[src/rtl/cpf_pkg.sv]
package cpf_pkg;

  localparam logic [15:0] CRC_INIT          = 16'hFFFF;
  localparam logic [15:0] CRC_POLY          = 16'hA001;
  localparam logic [7:0]  SYNC_FIRST_RESET  = 8'h55;
  localparam logic [7:0]  SYNC_SECOND_RESET = 8'hAA;
  localparam int          QUEUE_DEPTH_DEF   = 4;

  // Configuration register indexes
  localparam logic CFG_SYNC_FIRST  = 1'b0;
  localparam logic CFG_SYNC_SECOND = 1'b1;

  // Input op codes
  localparam logic OP_START = 1'b0;
  localparam logic OP_DATA  = 1'b1;

  typedef enum logic [1:0] {
    KIND_START,
    KIND_DATA,
    KIND_ERROR
  } kind_t;

  // Classified command handed from front to back
  typedef struct packed {
    kind_t       kind;
    logic        close;
    logic [7:0]  fun_code;
    logic [15:0] frame_length;
    logic [7:0]  data_byte;
  } cmd_t;

  // Fold one byte into a reflected CRC-16
  function automatic logic [15:0] crc_byte(input logic [15:0] crc, input logic [7:0] b);
    logic [15:0] c;
    c = crc ^ {8'h00, b};
    for (int k = 0; k < 8; k++) begin
      if (c[0]) begin
        c = (c >> 1) ^ CRC_POLY;
      end else begin
        c = c >> 1;
      end
    end
    return c;
  endfunction

endpackage

[src/rtl/crc16_packet_framer_top.sv]
// CRC-16 packet framer.
// Input channel (in_valid / in_stall): op 0 opens a frame with fun_code and
// frame_length and yields five header results (two sync bytes, function code,
// length high, length low); op 1 passes data_byte through. After the last
// payload byte, or right after the header when frame_length is zero, the
// CRC-16 (reflected 0xA001, init 0xFFFF) follows high byte first, with
// frame_end on the low byte. Data with no open frame yields one result with
// error set and tx_byte zero. last marks the final result of each item.
// Output channel (out_valid / out_stall): one result per cycle while the
// receiver does not stall, from an output register fed by a command queue
// of QUEUE_DEPTH entries; the queue separates the accepting front from the
// emitting back, so the front keeps accepting items while the back emits
// earlier results. When the receiver stalls, the output holds and the queue
// fills; in_stall rises once the queue is full. Reset clears the frame
// state, the queue and out_valid and restores the sync bytes to 0x55 and
// 0xAA. Sync bytes are written over cfg_we / cfg_index / cfg_data; the user
// must write them only while idle, and the block does not enforce this.
module crc16_packet_framer_top
  import cpf_pkg::*;
#(
  parameter int QUEUE_DEPTH = QUEUE_DEPTH_DEF
) (
  input  logic        clk,
  input  logic        rst,
  input  logic        cfg_we,
  input  logic        cfg_index,
  input  logic [7:0]  cfg_data,
  input  logic        in_valid,
  output logic        in_stall,
  input  logic        op,
  input  logic [7:0]  fun_code,
  input  logic [15:0] frame_length,
  input  logic [7:0]  data_byte,
  output logic        out_valid,
  input  logic        out_stall,
  output logic [7:0]  tx_byte,
  output logic        frame_end,
  output logic        error,
  output logic        last
);

  logic [7:0] sync_first;
  logic [7:0] sync_second;
  logic       push;
  cmd_t       push_cmd;
  logic       full;
  logic       pop;
  logic       head_valid;
  cmd_t       head;

  assign in_stall = full;

  // Configuration registers
  always_ff @(posedge clk) begin
    if (rst) begin
      sync_first  <= SYNC_FIRST_RESET;
      sync_second <= SYNC_SECOND_RESET;
    end else if (cfg_we) begin
      case (cfg_index)
        CFG_SYNC_FIRST:  sync_first  <= cfg_data;
        CFG_SYNC_SECOND: sync_second <= cfg_data;
        default: begin
        end
      endcase
    end
  end

  cpf_front u_front (
    .clk          (clk),
    .rst          (rst),
    .in_valid     (in_valid),
    .in_stall     (in_stall),
    .op           (op),
    .fun_code     (fun_code),
    .frame_length (frame_length),
    .data_byte    (data_byte),
    .push         (push),
    .cmd          (push_cmd)
  );

  cpf_queue #(
    .DEPTH (QUEUE_DEPTH)
  ) u_queue (
    .clk        (clk),
    .rst        (rst),
    .push       (push),
    .push_cmd   (push_cmd),
    .full       (full),
    .pop        (pop),
    .head_valid (head_valid),
    .head       (head)
  );

  cpf_back u_back (
    .clk         (clk),
    .rst         (rst),
    .sync_first  (sync_first),
    .sync_second (sync_second),
    .head_valid  (head_valid),
    .head        (head),
    .pop         (pop),
    .out_valid   (out_valid),
    .out_stall   (out_stall),
    .tx_byte     (tx_byte),
    .frame_end   (frame_end),
    .error       (error),
    .last        (last)
  );

endmodule

[src/rtl/cpf_front.sv]
module cpf_front
  import cpf_pkg::*;
(
  input  logic        clk,
  input  logic        rst,
  input  logic        in_valid,
  input  logic        in_stall,
  input  logic        op,
  input  logic [7:0]  fun_code,
  input  logic [15:0] frame_length,
  input  logic [7:0]  data_byte,
  output logic        push,
  output cmd_t        cmd
);

  logic        frame_open;
  logic [15:0] bytes_left;

  assign push = in_valid && !in_stall;

  // Classify the incoming item against the frame state
  always_comb begin
    cmd.fun_code     = fun_code;
    cmd.frame_length = frame_length;
    cmd.data_byte    = data_byte;
    if (op == OP_START) begin
      cmd.kind  = KIND_START;
      cmd.close = (frame_length == 16'd0);
    end else if (!frame_open) begin
      cmd.kind  = KIND_ERROR;
      cmd.close = 1'b0;
    end else begin
      cmd.kind  = KIND_DATA;
      cmd.close = (bytes_left == 16'd1);
    end
  end

  // Track the open frame and the payload bytes still due
  always_ff @(posedge clk) begin
    if (rst) begin
      frame_open <= 1'b0;
      bytes_left <= 16'd0;
    end else if (push) begin
      case (cmd.kind)
        KIND_START: begin
          bytes_left <= frame_length;
          frame_open <= !cmd.close;
        end
        KIND_DATA: begin
          bytes_left <= bytes_left - 16'd1;
          if (cmd.close) begin
            frame_open <= 1'b0;
          end
        end
        default: begin
        end
      endcase
    end
  end

endmodule

[src/rtl/cpf_queue.sv]
module cpf_queue
  import cpf_pkg::*;
#(
  parameter int DEPTH = QUEUE_DEPTH_DEF
) (
  input  logic clk,
  input  logic rst,
  input  logic push,
  input  cmd_t push_cmd,
  output logic full,
  input  logic pop,
  output logic head_valid,
  output cmd_t head
);

  localparam int PW = (DEPTH > 1) ? $clog2(DEPTH) : 1;
  localparam int CW = $clog2(DEPTH + 1);
  localparam logic [PW-1:0] LAST_PTR = PW'(DEPTH - 1);
  localparam logic [CW-1:0] FULL_CNT = CW'(DEPTH);

  cmd_t          slots [DEPTH];
  logic [PW-1:0] wr_ptr;
  logic [PW-1:0] rd_ptr;
  logic [CW-1:0] count;

  assign full       = (count == FULL_CNT);
  assign head_valid = (count != '0);
  assign head       = slots[rd_ptr];

  // Write the slot at the tail
  always_ff @(posedge clk) begin
    if (push) begin
      slots[wr_ptr] <= push_cmd;
    end
  end

  // Advance pointers and the fill count
  always_ff @(posedge clk) begin
    if (rst) begin
      wr_ptr <= '0;
      rd_ptr <= '0;
      count  <= '0;
    end else begin
      if (push) begin
        wr_ptr <= (wr_ptr == LAST_PTR) ? '0 : wr_ptr + PW'(1);
      end
      if (pop) begin
        rd_ptr <= (rd_ptr == LAST_PTR) ? '0 : rd_ptr + PW'(1);
      end
      if (push && !pop) begin
        count <= count + CW'(1);
      end else if (pop && !push) begin
        count <= count - CW'(1);
      end
    end
  end

endmodule

[src/rtl/cpf_back.sv]
module cpf_back
  import cpf_pkg::*;
(
  input  logic       clk,
  input  logic       rst,
  input  logic [7:0] sync_first,
  input  logic [7:0] sync_second,
  input  logic       head_valid,
  input  cmd_t       head,
  output logic       pop,
  output logic       out_valid,
  input  logic       out_stall,
  output logic [7:0] tx_byte,
  output logic       frame_end,
  output logic       error,
  output logic       last
);

  logic [2:0]  step;
  logic [15:0] crc;
  logic [15:0] crc_in;
  logic        adv;
  logic        fire;
  logic [7:0]  byte_sel;
  logic        is_path;
  logic        is_crc_lo;
  logic        is_err;
  logic        done;

  assign adv  = !out_valid || !out_stall;
  assign fire = head_valid && adv;
  assign pop  = fire && done;

  // Select the byte for the current step of the head command
  always_comb begin
    crc_in    = ((head.kind == KIND_START) && (step == 3'd0)) ? CRC_INIT : crc;
    byte_sel  = 8'h00;
    is_path   = 1'b0;
    is_crc_lo = 1'b0;
    is_err    = 1'b0;
    done      = 1'b1;
    case (head.kind)
      KIND_START: begin
        done = head.close ? (step == 3'd6) : (step == 3'd4);
        case (step)
          3'd0: begin byte_sel = sync_first;              is_path = 1'b1; end
          3'd1: begin byte_sel = sync_second;             is_path = 1'b1; end
          3'd2: begin byte_sel = head.fun_code;           is_path = 1'b1; end
          3'd3: begin byte_sel = head.frame_length[15:8]; is_path = 1'b1; end
          3'd4: begin byte_sel = head.frame_length[7:0];  is_path = 1'b1; end
          3'd5: byte_sel = crc_in[15:8];
          default: begin
            byte_sel  = crc_in[7:0];
            is_crc_lo = 1'b1;
          end
        endcase
      end
      KIND_DATA: begin
        done = head.close ? (step == 3'd2) : (step == 3'd0);
        case (step)
          3'd0: begin byte_sel = head.data_byte; is_path = 1'b1; end
          3'd1: byte_sel = crc_in[15:8];
          default: begin
            byte_sel  = crc_in[7:0];
            is_crc_lo = 1'b1;
          end
        endcase
      end
      default: begin
        is_err = 1'b1;
      end
    endcase
  end

  // Hold the output register, advance the step and fold path bytes into the CRC
  always_ff @(posedge clk) begin
    if (rst) begin
      out_valid <= 1'b0;
      step      <= 3'd0;
      crc       <= CRC_INIT;
    end else if (adv) begin
      out_valid <= head_valid;
      if (fire) begin
        step <= done ? 3'd0 : step + 3'd1;
        if (is_path) begin
          crc <= crc_byte(crc_in, byte_sel);
        end
      end
    end
  end

  // Result payload
  always_ff @(posedge clk) begin
    if (fire) begin
      tx_byte   <= byte_sel;
      frame_end <= is_crc_lo;
      error     <= is_err;
      last      <= done;
    end
  end

endmodule

[config.mk]
export PLATFORM = sky130hd
export DESIGN_NAME = crc16_packet_framer_top
export DESIGN_NICKNAME = d
export VERILOG_FILES = /design/src/rtl/cpf_pkg.sv /design/src/rtl/crc16_packet_framer_top.sv /design/src/rtl/cpf_front.sv /design/src/rtl/cpf_queue.sv /design/src/rtl/cpf_back.sv
export SDC_FILE = /design/constraint.sdc
export NUM_CORES = 1
export LEC_CHECK = 0
export ABC_AREA = 1
export BUFFER_PORTS_ARGS = -buffer_cell sky130_fd_sc_hd__clkbuf_2
export CAP_MARGIN = 25
export CORE_MARGIN = 1
export CORE_UTILIZATION = 65
export DETAILED_ROUTE_END_ITERATION = 8
export GPL_ROUTABILITY_DRIVEN = 1
export GPL_TIMING_DRIVEN = 0
export PLACE_DENSITY_LB_ADDON = 0.05
export SLEW_MARGIN = 20
export SYNTH_ARGS = -nofsm -noshare
export SYNTH_HDL_FRONTEND = slang
export SYNTH_SLANG_ARGS = --single-unit
export TNS_END_PERCENT = 50
[constraint.sdc]
create_clock -name clk -period 7 [get_ports clk]
set_input_delay 0.35 -clock clk [delete_from_list [all_inputs] [get_ports clk]]
set_output_delay 0.35 -clock clk [all_outputs]
set_load 0.02 [all_outputs]
==> results.toml <==
[setup_path]
cp_cell_sequence = "ha_1 -> inv_1 -> nor2_1 -> nand3_1 -> nand2_1 -> nor2_1 -> nand2_1 -> nand2_1 -> nand3_2 -> nand2_1 -> nand2_1 -> nand2_1 -> nand2_1 -> nand2_1 -> nand2_1 -> nand2_1 -> nand3_1 -> nand3_1 -> nand3_1 -> nand2_1"
cp_max_fo = 10
crit_path_max_incr_delay_ns = 0.74
slowest_stage = "nor2_1"
cp_data_arrival_time_ns = 3.76
crit_path_start_kind = "register"
r2r_slack_ns = 3.63
cp_top_family = "simple AND/OR/NAND/NOR gates"
critPathRequiredTime_ns = 7.39
critPathCaptureType = "register"
reg2regPathDepth = 20
path_class = "reg -> reg"
crit_top_cell = "nand2_1"
regToRegStartpoint = "u_back.step[1]$_SDFFE_PP0P_"
r2r-end = "u_back.crc[0]$_SDFFE_PP1P_"
crit_buf_inv = 1

[sta]
period_minus_slack_ns = 3.37
worstMarginPinSlew_ns = 0.980
finalHoldViolations = 0
fin_setup_tns_ns = 0
max_freq_mhz = 297
setup_viol = 0
clock_skew_ns = 0.0102
hold_slack_ns = 0.0639
setup_slack_ns = 3.63
rsz0062_at_grt = "false"
drv_slew = 0
slew-limit-headroom = 0.344
min_period_over_period = 0.481

[clock_network]
clock_latency_ns = 0.51
clock_sinks = 213
clock-root-buffer = "clkbuf_16"
cts_buffers = 22
hold_buffers = 0
post_cts_buffers = 0
cts_tree = "built"
cts.repair.resized = 0
path_clk_slew_ns = 0.06
clockBufferDepth = 3
cts-htree-levels = 1

[power]
power_frac_clock = 0.249
leakagePower_nw = 4.87
p_sw_frac = 0.400
combPwrFrac = 0.410
powerDensity_mw_per_mm2 = 426
intPower_mw = 2.89
switching_power_mw = 1.92
pwr-share-seq = 0.341
finalPower_mw = 4.81
vdd_drop_max_v = 0.000293

[cells_and_area]
seq_area_mm2 = 0.00578
nets = 1236
drive_above_1_share = 0.128
multi_input_area_mm2 = 0.00351
area_growth_pct = 14.5
fillerInstances = 989
fin_cells = 1375
num_antenna_cells = 0

[synth]
syn_area_mm2 = 0.00987
avgSynthCellArea_um2 = 9.07
ys_seq_elements = 213
synth_edf_count = 151
async_flop_share = 0
ys_warn_count = 0
ys_types = 46
yosys_most_used_dff = "edfxtp_1"
synthesis.nets = 1149
yosysSeqAreaShare = 0.585
syn_inst = 1088

[detailed_routing]
first_pass_iters = 8
routed_wl_mm = 25.0
viasPerCell = 5.84
wl_per_cell_um = 18.2
drc = 6
drtIter0Drc = 929
ant_nets = 0
num_vias = 8033

[global_routing]
grt_pass1_vias = 7845
grt_overflow = 0
track_usage = 0.330
grt_pass1_wl_mm = 40.1
grt_max_degree = 22
antenna_found_initial = 0

[floorplanning]
design.core.area_mm2 = 0.0147
die_y_um = 125
ios = 60
initial_core_util = 0.672
dieArea_mm2 = 0.0157
core.rowCount = 44
die_w_um = 125

[place]
post-place-ws_ns = 3.73
hpwl_mm = 16.7
gp_congestion = 0.911
place_inst = 1335
port_buffers = 58

[min_path]
holdPathEnd = "u_queue.slots[0][29]$_DFFE_PP_"
hp-class = "in -> reg"
min_from = "fun_code[5]"
hold_depth = 1

[outcome]
outcome = "finished with violations"
violations = "DRC"

[run]
maxCapViolCount = 0
[through the flow]
step | util | area [µm²]
after floorplan | - | 9870
after global placement | 0.707 | 10400
after detailed placement | 0.718 | 10600
after CTS | 0.769 | 11300
after global routing | 0.769 | 11300
final | 0.769 | 11300
[routing by layer]
metal	up-vias	global-route usage	wire, µm
met5	-	0	0
met4	0	0.118	866
met3	66	0.0462	2160
met2	418	0.569	12400
met1	3716	0.428	9620
li1	3833	-	-
[power groups by stage]
stage	logic, mW	registers, mW	clock network [mW]
after global routing	2.21	1.65	1.24
after global placement	1.83	1.66	0
after CTS	1.94	1.64	1.20
after floorplan	1.35	1.70	0
final	1.97	1.64	1.20
after detailed placement	1.91	1.66	0
[cell usage after synthesis, drive strengths merged, types with 4 or more instances]
master | instances | share of area
a21oi | 34 | 0.017
nand4 | 14 | 0.0089
buf | 26 | 0.017
nor4 | 5 | 0.0032
ha | 13 | 0.016
o211ai | 16 | 0.013
edfxtp | 151 | 0.46
dfxtp | 62 | 0.13
inv | 103 | 0.039
clkbuf | 14 | 0.0053
xor2 | 4 | 0.0035
nand3 | 92 | 0.054
a211oi | 5 | 0.0038
o22ai | 7 | 0.0044
o21ai | 69 | 0.036
nor3 | 6 | 0.0042
nand2 | 344 | 0.13
nor2 | 98 | 0.038
[area by class of cell]
class,count,area share
inverter,106,0.0354
clock inverter,16,0.0148
tap,184,0.0204
timing repair buffer,63,0.0372
sequential,213,0.511
buffer,40,0.0195
multi-input combinational,729,0.310
clock buffer,24,0.0513
[flip-flops by register name, summed over array words and instances (netlist names), named ones only]
| register | flops |
|---|---|
| sync_second | 8 |
| u_back.last | 1 |
| u_front.bytes_left | 16 |
| u_queue.count | 3 |
| u_back.out_valid | 1 |
| u_back.frame_end | 1 |
| u_back.crc | 16 |
| sync_first | 8 |
| u_queue.wr_ptr | 2 |
| u_back.tx_byte | 8 |
| u_queue.rd_ptr | 2 |
| u_queue.slots | 140 |
| u_back.step | 3 |
| u_front.frame_open | 1 |
| u_back.error | 1 |
[placed cells by master (no fill, tap or decap), types with 3 or more instances in the layout]
cell type / count
ha_1: 13
clkinv_1: 7
nand4_1: 14
xor2_1: 4
inv_2: 6
nor2_4: 4
dfxtp_1: 62
a22o_1: 3
o22ai_1: 7
o211ai_1: 15
nor2_1: 93
o21ai_0: 66
a31oi_1: 3
inv_1: 96
buf_6: 3
clkbuf_2: 58
clkinvlp_4: 4
nand2_2: 3
buf_16: 4
nor4_1: 5
nor3_1: 5
bufinv_16: 3
buf_2: 14
a211oi_1: 5
nand3_2: 9
buf_4: 8
nand3_1: 81
clkbuf_1: 15
clkinv_2: 3
a21oi_1: 34
edfxtp_1: 151
nand2_1: 341
clkbuf_16: 23
[cells by family after synthesis]
kind of cell	after synthesis	synth area share
AOI/OAI and AO/OA	145	0.0858
xor gates and xnor gates	6	0.00532
adders and majority gates	14	0.0185
buffers and inverters	146	0.0629
DFF	213	0.585
and+or+nand+nor	564	0.243
[how the worst max path moves through the flow]
stage	startpoint	to	slack, ns	depth (start not counted)
2_1_floorplan	u_queue.count[0]$_SDFFE_PP0P_	u_queue.slots[0][0]$_DFFE_PP_	4.14	4
3_3_place_gp	u_queue.count[0]$_SDFFE_PP0P_	u_queue.slots[0][4]$_DFFE_PP_	2.98	4
3_5_place_dp	u_queue.count[0]$_SDFFE_PP0P_	u_queue.count[2]$_SDFFE_PP0P_	3.73	10
4_1_cts	register	u_queue.count[2]$_SDFFE_PP0P_	3.67	18
5_1_grt	u_back.step[1]$_SDFFE_PP0P_	u_back.crc[0]$_SDFFE_PP1P_	3.33	20
6_report	u_back.step[1]$_SDFFE_PP0P_	u_back.crc[0]$_SDFFE_PP1P_	3.63	20
Note: power is estimated with default switching activity, not from simulation.
